$ cat config.mk
export PLATFORM = sky130hd
export DESIGN_NAME = blit_fill_rect_clip_address_unit
export DESIGN_NICKNAME = d
export VERILOG_FILES = /design/src/blit_pkg.sv /design/src/blit_fill_rect_clip_address_unit.sv
export SDC_FILE = /design/constraint.sdc
export NUM_CORES = 2
export LEC_CHECK = 0
export BUFFER_PORTS_ARGS = -buffer_cell sky130_fd_sc_hd__buf_2
export CELL_PAD_IN_SITES_DETAIL_PLACEMENT = 1
export CELL_PAD_IN_SITES_GLOBAL_PLACEMENT = 1
export CORE_AREA = 2 2 359 361
export DETAILED_ROUTE_END_ITERATION = 10
export DIE_AREA = 0 0 361 363
export GPL_TIMING_DRIVEN = 0
export PLACE_DENSITY_LB_ADDON = 0.2
export SYNTH_ARGS = -nofsm -noshare
export SYNTH_HDL_FRONTEND = slang
export SYNTH_SLANG_ARGS = --single-unit
$ cat constraint.sdc
create_clock -name clock -period 26.1 [get_ports clock]
set_input_delay 5.22 -clock clock [delete_from_list [all_inputs] [get_ports clock]]
set_output_delay 5.22 -clock clock [all_outputs]
set_load 0.02 [all_outputs]
$ cat src/blit_pkg.sv
`timescale 1ns / 1ps
// ----------------------------------------------------------------------------
// blit_pkg
// Shared widths, opcodes, register indexes and the rectangle clip function
// of the blitter command front end.
// ----------------------------------------------------------------------------
package blit_pkg;

   localparam int MAX_DIM   = 4096;
   localparam int DIM_W     = 13;
   localparam int PITCH_W   = 15;
   localparam int BPP_W     = 3;
   localparam int COORD_W   = 16;
   localparam int CALC_W    = 20;
   localparam int OFFS_W    = 26;
   localparam int ROW_W     = 15;
   localparam int CSR_IDX_W = 3;
   localparam int CSR_DAT_W = 15;

   localparam logic [CSR_IDX_W-1:0] CSR_SRC_WIDTH  = 3'd0;
   localparam logic [CSR_IDX_W-1:0] CSR_SRC_HEIGHT = 3'd1;
   localparam logic [CSR_IDX_W-1:0] CSR_SRC_PITCH  = 3'd2;
   localparam logic [CSR_IDX_W-1:0] CSR_DST_WIDTH  = 3'd3;
   localparam logic [CSR_IDX_W-1:0] CSR_DST_HEIGHT = 3'd4;
   localparam logic [CSR_IDX_W-1:0] CSR_DST_PITCH  = 3'd5;
   localparam logic [CSR_IDX_W-1:0] CSR_BPP        = 3'd6;

   localparam logic [BPP_W-1:0] BPP_RESET = 3'd4;

   typedef enum logic [1:0] {
      OP_BLIT   = 2'd0,
      OP_FILL   = 2'd1,
      OP_UPDATE = 2'd2,
      OP_NONE   = 2'd3
   } opcode_type;

   typedef logic signed [CALC_W-1:0] calc_type;

   // Origin, size and the opposite origin that absorbs the left/top cut.
   typedef struct packed {
      calc_type x;
      calc_type y;
      calc_type w;
      calc_type h;
      calc_type ox;
      calc_type oy;
   } rect_type;

   function automatic calc_type dim(input logic [DIM_W-1:0] v);
      return (v > DIM_W'(MAX_DIM)) ? calc_type'(MAX_DIM) : calc_type'(v);
   endfunction

   // Note that a rectangle starting beyond the surface ends with a negative
   // size; callers treat any size at or below zero as empty.
   function automatic rect_type clip_rect(input rect_type r, input calc_type sw,
                                          input calc_type sh);
      rect_type c;
      c = r;
      if (c.x < 0) begin
         c.w  = c.w + c.x;
         c.ox = c.ox - c.x;
         c.x  = '0;
      end
      if (c.y < 0) begin
         c.h  = c.h + c.y;
         c.oy = c.oy - c.y;
         c.y  = '0;
      end
      if (c.x >= sw || c.y >= sh || c.w <= 0 || c.h <= 0) begin
         c.w = '0;
         c.h = '0;
      end
      if (c.x + c.w > sw) c.w = sw - c.x;
      if (c.y + c.h > sh) c.h = sh - c.y;
      return c;
   endfunction

endpackage

$ cat src/blit_fill_rect_clip_address_unit.sv
`timescale 1ns / 1ps
// ----------------------------------------------------------------------------
// blit_fill_rect_clip_address_unit
// Clips blit, fill and update rectangles against the surfaces and computes
// the first-row byte offsets and the row length.
// ----------------------------------------------------------------------------
// A result passes the command, clip and offset registers in order before it
// can transfer. Throughput: one command per cycle while the result side
// does not stall; the offset stage holds the only multipliers, the clip
// stage the compare and add chain.
// Reset clears all stage valid bits and loads the surface registers with
// zero and bytes_per_pixel with 4.
module blit_fill_rect_clip_address_unit
   import blit_pkg::*;
(
   input  logic                        clock,
   input  logic                        reset,

   input  logic                        csr_valid,
   output logic                        csr_ready,
   input  logic [CSR_IDX_W-1:0]        csr_index,
   input  logic [CSR_DAT_W-1:0]        csr_data,

   input  logic                        req_valid,
   output logic                        req_stall,
   input  logic [1:0]                  req_opcode,
   input  logic                        req_use_src_rect,
   input  logic signed [COORD_W-1:0]   req_src_x,
   input  logic signed [COORD_W-1:0]   req_src_y,
   input  logic signed [COORD_W-1:0]   req_src_w,
   input  logic signed [COORD_W-1:0]   req_src_h,
   input  logic                        req_use_dst_rect,
   input  logic signed [COORD_W-1:0]   req_dst_x,
   input  logic signed [COORD_W-1:0]   req_dst_y,
   input  logic signed [COORD_W-1:0]   req_dst_w,
   input  logic signed [COORD_W-1:0]   req_dst_h,

   output logic                        rsp_valid,
   input  logic                        rsp_stall,
   output logic                        rsp_empty_res,
   output logic [DIM_W-1:0]            rsp_out_src_x,
   output logic [DIM_W-1:0]            rsp_out_src_y,
   output logic [DIM_W-1:0]            rsp_out_dst_x,
   output logic [DIM_W-1:0]            rsp_out_dst_y,
   output logic [DIM_W-1:0]            rsp_out_width,
   output logic [DIM_W-1:0]            rsp_out_height,
   output logic [OFFS_W-1:0]           rsp_src_offset,
   output logic [OFFS_W-1:0]           rsp_dst_offset,
   output logic [ROW_W-1:0]            rsp_row_len
);

   // Configuration registers
   logic [DIM_W-1:0]   src_width_ff, src_height_ff, dst_width_ff, dst_height_ff;
   logic [PITCH_W-1:0] src_pitch_ff, dst_pitch_ff;
   logic [BPP_W-1:0]   bpp_ff;

   assign csr_ready = 1'b1;

   always_ff @(posedge clock) begin
      if (reset) begin
         src_width_ff  <= '0;
         src_height_ff <= '0;
         src_pitch_ff  <= '0;
         dst_width_ff  <= '0;
         dst_height_ff <= '0;
         dst_pitch_ff  <= '0;
         bpp_ff        <= BPP_RESET;
      end else if (csr_valid && csr_ready) begin
         unique case (csr_index)
            CSR_SRC_WIDTH:  src_width_ff  <= csr_data[DIM_W-1:0];
            CSR_SRC_HEIGHT: src_height_ff <= csr_data[DIM_W-1:0];
            CSR_SRC_PITCH:  src_pitch_ff  <= csr_data[PITCH_W-1:0];
            CSR_DST_WIDTH:  dst_width_ff  <= csr_data[DIM_W-1:0];
            CSR_DST_HEIGHT: dst_height_ff <= csr_data[DIM_W-1:0];
            CSR_DST_PITCH:  dst_pitch_ff  <= csr_data[PITCH_W-1:0];
            CSR_BPP:        bpp_ff        <= csr_data[BPP_W-1:0];
            default: ;
         endcase
      end
   end

   // Pipeline enables: a stage moves when it is empty or the next one moves.
   logic s1_valid_ff, s2_valid_ff, rsp_valid_ff;
   logic s1_en, s2_en, s3_en;

   assign s3_en     = !rsp_valid_ff || !rsp_stall;
   assign s2_en     = !s2_valid_ff || s3_en;
   assign s1_en     = !s1_valid_ff || s2_en;
   assign req_stall = !s1_en;

   // Stage 1: command register
   logic [1:0]                op_ff;
   logic                      use_src_ff, use_dst_ff;
   logic signed [COORD_W-1:0] sx_ff, sy_ff, sw_ff, sh_ff;
   logic signed [COORD_W-1:0] dx_ff, dy_ff, dw_ff, dh_ff;
   logic                      s1_valid_in;

   assign s1_valid_in = s1_en ? req_valid : s1_valid_ff;

   always_ff @(posedge clock) begin
      if (reset) begin
         s1_valid_ff <= 1'b0;
      end else begin
         s1_valid_ff <= s1_valid_in;
      end
      if (s1_en && req_valid) begin
         op_ff      <= req_opcode;
         use_src_ff <= req_use_src_rect;
         use_dst_ff <= req_use_dst_rect;
         sx_ff      <= req_src_x;
         sy_ff      <= req_src_y;
         sw_ff      <= req_src_w;
         sh_ff      <= req_src_h;
         dx_ff      <= req_dst_x;
         dy_ff      <= req_dst_y;
         dw_ff      <= req_dst_w;
         dh_ff      <= req_dst_h;
      end
   end

   // Stage 2: clipping
   calc_type   src_w_dim, src_h_dim, dst_w_dim, dst_h_dim;
   calc_type   upd_x, upd_y, upd_w, upd_h;
   rect_type   blit_in, blit_src, blit_swap, final_rect;
   logic       is_blit, clip_empty;
   logic       s2_valid_in, s2_empty_in;
   logic [DIM_W-1:0] s2_sx_in, s2_sy_in, s2_dx_in, s2_dy_in, s2_w_in, s2_h_in;
   logic       s2_empty_ff;
   logic [DIM_W-1:0] s2_sx_ff, s2_sy_ff, s2_dx_ff, s2_dy_ff, s2_w_ff, s2_h_ff;

   assign src_w_dim = dim(src_width_ff);
   assign src_h_dim = dim(src_height_ff);
   assign dst_w_dim = dim(dst_width_ff);
   assign dst_h_dim = dim(dst_height_ff);

   always_comb begin
      blit_in = '{x:  use_src_ff ? calc_type'(sx_ff) : calc_type'(0),
                  y:  use_src_ff ? calc_type'(sy_ff) : calc_type'(0),
                  w:  use_src_ff ? calc_type'(sw_ff) : src_w_dim,
                  h:  use_src_ff ? calc_type'(sh_ff) : src_h_dim,
                  ox: use_dst_ff ? calc_type'(dx_ff) : calc_type'(0),
                  oy: use_dst_ff ? calc_type'(dy_ff) : calc_type'(0)};
      blit_src  = clip_rect(blit_in, src_w_dim, src_h_dim);
      // The destination clip works on the destination origin and moves its
      // cut onto the source origin.
      blit_swap = '{x: blit_src.ox, y: blit_src.oy, w: blit_src.w, h: blit_src.h,
                    ox: blit_src.x, oy: blit_src.y};

      // Update: the left/top cut comes first, then a zero size runs to the edge.
      upd_x = calc_type'(dx_ff);
      upd_y = calc_type'(dy_ff);
      upd_w = calc_type'(dw_ff);
      upd_h = calc_type'(dh_ff);
      if (upd_x < 0) begin
         upd_w = upd_w + upd_x;
         upd_x = '0;
      end
      if (upd_y < 0) begin
         upd_h = upd_h + upd_y;
         upd_y = '0;
      end
      if (upd_w == 0) upd_w = dst_w_dim - upd_x;
      if (upd_h == 0) upd_h = dst_h_dim - upd_y;

      is_blit    = 1'b0;
      clip_empty = 1'b0;
      final_rect = '0;
      case (opcode_type'(op_ff))
         OP_BLIT: begin
            is_blit    = 1'b1;
            final_rect = clip_rect(blit_swap, dst_w_dim, dst_h_dim);
         end
         OP_FILL: begin
            if (use_dst_ff) begin
               final_rect = clip_rect('{x: calc_type'(dx_ff), y: calc_type'(dy_ff),
                                        w: calc_type'(dw_ff), h: calc_type'(dh_ff),
                                        ox: '0, oy: '0}, dst_w_dim, dst_h_dim);
            end else begin
               final_rect = clip_rect('{x: '0, y: '0, w: dst_w_dim, h: dst_h_dim,
                                        ox: '0, oy: '0}, dst_w_dim, dst_h_dim);
            end
         end
         OP_UPDATE: begin
            final_rect = clip_rect('{x: upd_x, y: upd_y, w: upd_w, h: upd_h,
                                     ox: '0, oy: '0}, dst_w_dim, dst_h_dim);
         end
         default: begin
            clip_empty = 1'b1;
         end
      endcase

      if (final_rect.w <= 0 || final_rect.h <= 0) clip_empty = 1'b1;

      s2_empty_in = clip_empty;
      if (clip_empty) begin
         s2_sx_in = '0;
         s2_sy_in = '0;
         s2_dx_in = '0;
         s2_dy_in = '0;
         s2_w_in  = '0;
         s2_h_in  = '0;
      end else begin
         s2_sx_in = is_blit ? final_rect.ox[DIM_W-1:0] : '0;
         s2_sy_in = is_blit ? final_rect.oy[DIM_W-1:0] : '0;
         s2_dx_in = final_rect.x[DIM_W-1:0];
         s2_dy_in = final_rect.y[DIM_W-1:0];
         s2_w_in  = final_rect.w[DIM_W-1:0];
         s2_h_in  = final_rect.h[DIM_W-1:0];
      end
   end

   assign s2_valid_in = s2_en ? s1_valid_ff : s2_valid_ff;

   always_ff @(posedge clock) begin
      if (reset) begin
         s2_valid_ff <= 1'b0;
      end else begin
         s2_valid_ff <= s2_valid_in;
      end
      if (s2_en && s1_valid_ff) begin
         s2_empty_ff <= s2_empty_in;
         s2_sx_ff    <= s2_sx_in;
         s2_sy_ff    <= s2_sy_in;
         s2_dx_ff    <= s2_dx_in;
         s2_dy_ff    <= s2_dy_in;
         s2_w_ff     <= s2_w_in;
         s2_h_ff     <= s2_h_in;
      end
   end

   // Stage 3: byte offsets. Empty results carry zero coordinates and non-blit
   // results zero source coordinates, so those offsets come out as zero by themselves.
   logic [DIM_W+PITCH_W-1:0] src_row_prod, dst_row_prod;
   logic [DIM_W+BPP_W-1:0]   src_col_prod, dst_col_prod, row_prod;
   logic                     rsp_valid_in;
   logic [OFFS_W-1:0]        src_offset_in, dst_offset_in;
   logic [ROW_W-1:0]         row_len_in;

   logic                     empty_ff;
   logic [DIM_W-1:0]         out_sx_ff, out_sy_ff, out_dx_ff, out_dy_ff;
   logic [DIM_W-1:0]         out_w_ff, out_h_ff;
   logic [OFFS_W-1:0]        src_offset_ff, dst_offset_ff;
   logic [ROW_W-1:0]         row_len_ff;

   assign src_row_prod  = s2_sy_ff * src_pitch_ff;
   assign dst_row_prod  = s2_dy_ff * dst_pitch_ff;
   assign src_col_prod  = s2_sx_ff * bpp_ff;
   assign dst_col_prod  = s2_dx_ff * bpp_ff;
   assign row_prod      = s2_w_ff * bpp_ff;
   assign src_offset_in = OFFS_W'(src_row_prod) + OFFS_W'(src_col_prod);
   assign dst_offset_in = OFFS_W'(dst_row_prod) + OFFS_W'(dst_col_prod);
   assign row_len_in    = ROW_W'(row_prod);
   assign rsp_valid_in  = s3_en ? s2_valid_ff : rsp_valid_ff;

   always_ff @(posedge clock) begin
      if (reset) begin
         rsp_valid_ff <= 1'b0;
      end else begin
         rsp_valid_ff <= rsp_valid_in;
      end
      if (s3_en && s2_valid_ff) begin
         empty_ff      <= s2_empty_ff;
         out_sx_ff     <= s2_sx_ff;
         out_sy_ff     <= s2_sy_ff;
         out_dx_ff     <= s2_dx_ff;
         out_dy_ff     <= s2_dy_ff;
         out_w_ff      <= s2_w_ff;
         out_h_ff      <= s2_h_ff;
         src_offset_ff <= src_offset_in;
         dst_offset_ff <= dst_offset_in;
         row_len_ff    <= row_len_in;
      end
   end

   assign rsp_valid      = rsp_valid_ff;
   assign rsp_empty_res  = empty_ff;
   assign rsp_out_src_x  = out_sx_ff;
   assign rsp_out_src_y  = out_sy_ff;
   assign rsp_out_dst_x  = out_dx_ff;
   assign rsp_out_dst_y  = out_dy_ff;
   assign rsp_out_width  = out_w_ff;
   assign rsp_out_height = out_h_ff;
   assign rsp_src_offset = src_offset_ff;
   assign rsp_dst_offset = dst_offset_ff;
   assign rsp_row_len    = row_len_ff;

endmodule

==> flow_summary.html <==
<table>
<tr><th>Metric</th><th>Value</th></tr>
<tr><th colspan="2">Status</th></tr>
<tr><td>Outcome</td><td>finished with violations</td></tr>
<tr><td>Violations in the final reports</td><td>max-capacitance violations, max-slew violations</td></tr>
<tr><th colspan="2">Floorplanning</th></tr>
<tr><td>Core region area</td><td>0.127 mm2</td></tr>
<tr><td>Die area</td><td>0.131 mm2</td></tr>
<tr><td>Num rows</td><td>131</td></tr>
<tr><td>Die X-Extent</td><td>361 um</td></tr>
<tr><td>Initial Util</td><td>48.8%</td></tr>
<tr><td>Top Ports</td><td>304</td></tr>
<tr><td>Die Span Y</td><td>363 um</td></tr>
<tr><th colspan="2">Worst hold path</th></tr>
<tr><td>Path category of the worst min-delay check</td><td>flop to flop</td></tr>
<tr><th colspan="2">STA</th></tr>
<tr><td>Final period demand of the worst path</td><td>25.30 ns</td></tr>
<tr><td>Count of final setup violators</td><td>0</td></tr>
<tr><td>Slew headroom</td><td>-2.81%</td></tr>
<tr><td>Achievable Freq</td><td>39.5 MHz</td></tr>
<tr><td>Setup TNS</td><td>0 ns</td></tr>
<tr><td>Final-report max-slew violation count</td><td>2</td></tr>
<tr><td>Post-route setup slack</td><td>0.802 ns</td></tr>
<tr><td>Skew final</td><td>0.0482 ns</td></tr>
<tr><td>Measured slew at the worst slew-check pin</td><td>1.50 ns</td></tr>
<tr><td>Final worst-path cycle share</td><td>96.9%</td></tr>
<tr><td>Hold violation total from the final report</td><td>0</td></tr>
<tr><th colspan="2">Place</th></tr>
<tr><td>Placement-stage worst setup slack</td><td>-1.46 ns</td></tr>
<tr><td>Final Wtd Congestion</td><td>1.05</td></tr>
<tr><td>Half-perimeter wire length after detailed placement</td><td>224 mm</td></tr>
<tr><td>Area after detailed placement</td><td>0.0659 mm2</td></tr>
<tr><td>Buffers added on ports</td><td>301</td></tr>
<tr><th colspan="2">Power</th></tr>
<tr><td>Cell Pwr Density</td><td>50.4 mW/mm2</td></tr>
<tr><td>Reported leakage power</td><td>31.5 nW</td></tr>
<tr><td>Peak supply drop</td><td>0.0000620 V</td></tr>
<tr><th colspan="2">Global routing</th></tr>
<tr><td>Number of antenna violations at the first check in global routing</td><td>14</td></tr>
<tr><td>Number of global-route vias before repair</td><td>63300</td></tr>
<tr><td>Maximum number of pins on one net before global-route repair</td><td>37</td></tr>
<tr><td>Total gr overflow</td><td>0</td></tr>
<tr><td>All-layer global routing usage</td><td>40.5%</td></tr>
<tr><td>Global-route wire length before repair</td><td>399 mm</td></tr>
<tr><th colspan="2">Clock network</th></tr>
<tr><td>Longest Clk Path Bufs</td><td>3</td></tr>
<tr><td>Clock transition time at the flip-flop clock pins of the worst setup and hold paths</td><td>0.06 ns</td></tr>
<tr><td>Clock root cell</td><td>sky130_fd_sc_hd__clkbuf_16</td></tr>
<tr><td>Total of hold buffers inserted after clock tree synthesis</td><td>0</td></tr>
<tr><td>Number of levels the H-tree was split into</td><td>2</td></tr>
<tr><td>Worst-skew pair later-pin latency</td><td>0.71 ns</td></tr>
<tr><td>CTS tree</td><td>done</td></tr>
<tr><td>Total clock buffers created by CTS</td><td>55</td></tr>
<tr><td>Clock tree sinks</td><td>445</td></tr>
<tr><th colspan="2">Cells and area</th></tr>
<tr><td>Final std cell area, no fill</td><td>0.0679 mm2</td></tr>
<tr><td>Layout area overhead</td><td>9.46%</td></tr>
<tr><td>Finished Core Util</td><td>53.4%</td></tr>
<tr><td>Post-layout nets</td><td>9201</td></tr>
<tr><td>Fraction of final layout cells with drive strength greater than 1</td><td>6.77%</td></tr>
<tr><th colspan="2">Worst setup path</th></tr>
<tr><td>Nature of the critical path startpoint</td><td>flop</td></tr>
<tr><td>Delay of the slowest cell on the worst path</td><td>0.96 ns</td></tr>
<tr><td>Required time worst endpoint</td><td>26.43 ns</td></tr>
<tr><td>Cell with the biggest individual delay on the critical path</td><td>sky130_fd_sc_hd__a2111oi_0</td></tr>
<tr><td>Critical path fanouts, max</td><td>10</td></tr>
<tr><td>Worst setup path category</td><td>flop to flop</td></tr>
<tr><td>Arrival time of data at the critical path endpoint</td><td>25.63 ns</td></tr>
<tr><td>Crit end category</td><td>flop</td></tr>
<tr><th colspan="2">Yosys</th></tr>
<tr><td>Sequential share of the synthesized area</td><td>20.1%</td></tr>
<tr><td>Netlist area before placement</td><td>0.0620 mm2</td></tr>
<tr><td>Distinct cells, synth</td><td>97</td></tr>
<tr><td>Number of instances in the synthesized netlist</td><td>7527</td></tr>
<tr><td>Syn_area_per_cell</td><td>8.24 um2</td></tr>
<tr><td>Synth Register Bits</td><td>445</td></tr>
<tr><td>Synth async-reset ratio</td><td>0%</td></tr>
<tr><td>Most common flop cell mapped by yosys</td><td>sky130_fd_sc_hd__edfxtp_1</td></tr>
<tr><td>Yosys warning total</td><td>0</td></tr>
<tr><td>Count of flip-flops with a built-in enable after synthesis</td><td>357</td></tr>
<tr><th colspan="2">Route</th></tr>
<tr><td>Detailed-router iteration count before antenna repair</td><td>6</td></tr>
<tr><td>Detailed-route DRC error count</td><td>0</td></tr>
<tr><td>Wire length reported by the detailed router</td><td>271 mm</td></tr>
<tr><td>Vias per inst</td><td>6.27</td></tr>
<tr><td>Final antenna-violating net count</td><td>0</td></tr>
<tr><td>Routed WL per cell</td><td>28.2 um</td></tr>
<tr><td>Detailed Route Iter0 Violations</td><td>5216</td></tr>
<tr><td>Total via count after detailed routing</td><td>60300</td></tr>
<tr><th colspan="2">Job</th></tr>
<tr><td>Max Cap Viol</td><td>1</td></tr>
</table>
-- Yosys cell counts, types with 16 or more instances --
master,number,area (um2)
sky130_fd_sc_hd__ha_1,746,9330
sky130_fd_sc_hd__or3_1,38,238
sky130_fd_sc_hd__a21oi_1,571,2860
sky130_fd_sc_hd__nor2b_1,133,832
sky130_fd_sc_hd__o21bai_1,86,646
sky130_fd_sc_hd__xnor2_1,278,2430
sky130_fd_sc_hd__mux2_2,16,180
sky130_fd_sc_hd__o211ai_1,31,233
sky130_fd_sc_hd__a21boi_0,28,210
sky130_fd_sc_hd__or2_2,28,175
sky130_fd_sc_hd__nor2_1,562,2110
sky130_fd_sc_hd__nand2_1,912,3420
sky130_fd_sc_hd__o31a_1,21,184
sky130_fd_sc_hd__nand4_1,64,400
sky130_fd_sc_hd__inv_1,859,3220
sky130_fd_sc_hd__clkbuf_1,229,860
sky130_fd_sc_hd__o21ai_0,332,1660
sky130_fd_sc_hd__nor4_1,56,350
sky130_fd_sc_hd__o21a_1,82,616
sky130_fd_sc_hd__a22oi_1,41,308
sky130_fd_sc_hd__edfxtp_1,357,10700
sky130_fd_sc_hd__nand2b_1,98,613
sky130_fd_sc_hd__and2_1,254,1590
sky130_fd_sc_hd__xor2_1,117,1020
sky130_fd_sc_hd__o22ai_1,21,131
sky130_fd_sc_hd__or4_1,21,158
sky130_fd_sc_hd__a21o_1,208,1560
sky130_fd_sc_hd__a31oi_1,44,275
sky130_fd_sc_hd__nand3_1,97,485
sky130_fd_sc_hd__fa_1,398,7970
sky130_fd_sc_hd__o31ai_1,28,210
sky130_fd_sc_hd__nor3_1,165,826
sky130_fd_sc_hd__and3_1,48,300
sky130_fd_sc_hd__a211oi_1,57,428
sky130_fd_sc_hd__a2111oi_0,17,149
sky130_fd_sc_hd__dfxtp_1,88,1760
sky130_fd_sc_hd__mux2i_1,72,721
sky130_fd_sc_hd__a221oi_1,32,280
sky130_fd_sc_hd__buf_1,19,71.3
-- metal layers --
metal	share of wire (%)	up-vias	GRT usage, %
met4	6.7	8	23.6
met3	6.9	784	6.16
met5	0.018	-	0
met1	40	30200	49.0
met2	47	2544	68.4
li1	-	26800	-
-- power breakdown --
| group | internal, W | leakage, nW | switching [W] |
|---|---|---|---|
| combinational | 0.000617 | 26.6 | 0.00113 |
| clock | 0.000440 | 0.882 | 0.000364 |
| sequential | 0.000819 | 4.05 | 0.0000483 |
| total | 0.00188 | 31.5 | 0.00155 |
-- cell families after synthesis --
logic type	count (synthesis)	synth area share, %
other	2	0.0121
adders and majority gates	1144	27.9
and+or+nand+nor	2545	19.5
xor gates and xnor gates	395	5.58
muxes	88	1.45
buffers and inverters	1138	7.02
AOI/OAI and AO/OA	1770	18.3
DFF	445	20.1
-- stage by stage --
step	hold WS [ns]	power [W]	instances
final	0.422	0.00342	9618
after detailed placement	0.406	0.00256	9507
after global routing	0.437	0.00357	9610
after CTS	0.421	0.00338	9610
after floorplan	0.400	0.00199	7530
after global placement	0.406	0.00251	9493
-- registers in the layout, summed over array words and instances, names as in the netlist, 15 cells and up --
name,flops
rsp_dst_offset,26
rsp_src_offset,26
dh_ff,16
dw_ff,16
dx_ff,16
dy_ff,16
sh_ff,16
sw_ff,16
sx_ff,16
sy_ff,16
dst_pitch_ff,15
rsp_row_len,15
src_pitch_ff,15
-- critical path: cells and delay by family, from the launching register on --
family	cells	cell delay, ns
flops	1	0.58
xor+xnor	2	0.22
simple gates	30	7.13
buf+inv	15	4.76
compound gates	36	9.44
fa+ha+maj	9	2.73
-- area by class of cell --
cell class	count	area (um2)
Antenna cell	8	20.0
Sequential cell	445	12500
Tap cell	1662	2080
Timing Repair Buffer	316	1770
Multi-Input combinational cell	5947	45300
Clock inverter	37	394
Clock buffer	66	1440
Inverter	863	3240
Buffer	274	1130
Fill cell	15500	59200
-- layout by cell type, fill, tap and decap left out, types with 88 or more instances in the layout --
| cell type | count |
|---|---|
| sky130_fd_sc_hd__edfxtp_1 | 357 |
| sky130_fd_sc_hd__and2_1 | 254 |
| sky130_fd_sc_hd__fa_1 | 398 |
| sky130_fd_sc_hd__xnor2_1 | 278 |
| sky130_fd_sc_hd__nor2_1 | 561 |
| sky130_fd_sc_hd__o21ai_0 | 332 |
| sky130_fd_sc_hd__nand2b_1 | 98 |
| sky130_fd_sc_hd__nand3_1 | 97 |
| sky130_fd_sc_hd__nor3_1 | 164 |
| sky130_fd_sc_hd__a21o_1 | 208 |
| sky130_fd_sc_hd__nor2b_1 | 131 |
| sky130_fd_sc_hd__nand2_1 | 912 |
| sky130_fd_sc_hd__a21oi_1 | 571 |
| sky130_fd_sc_hd__inv_1 | 859 |
| sky130_fd_sc_hd__dfxtp_1 | 88 |
| sky130_fd_sc_hd__clkbuf_1 | 222 |
| sky130_fd_sc_hd__buf_2 | 315 |
| sky130_fd_sc_hd__ha_1 | 746 |
| sky130_fd_sc_hd__xor2_1 | 117 |
-- worst paths after layout --
path	start	to	slack [ns]	cells after the start
min	s2_h_ff[6]$_SDFFCE_PP0P_	rsp_out_height[6]$_DFFE_PP_	0.42	0
max reg2reg	use_src_ff$_DFFE_PP_	s2_sx_ff[4]$_SDFFCE_PP0P_	0.80	92
max	use_src_ff$_DFFE_PP_	s2_sx_ff[4]$_SDFFCE_PP0P_	0.80	92
min reg2reg	s2_h_ff[6]$_SDFFCE_PP0P_	rsp_out_height[6]$_DFFE_PP_	0.42	0
-- what timing repair did --
action,CTS,global route
setup buffers,0,1
resized for setup,8,35
pin swaps,0,2
setup endpoints to repair,79,79
No activity file was read; power rests on OpenSTA's default activity.
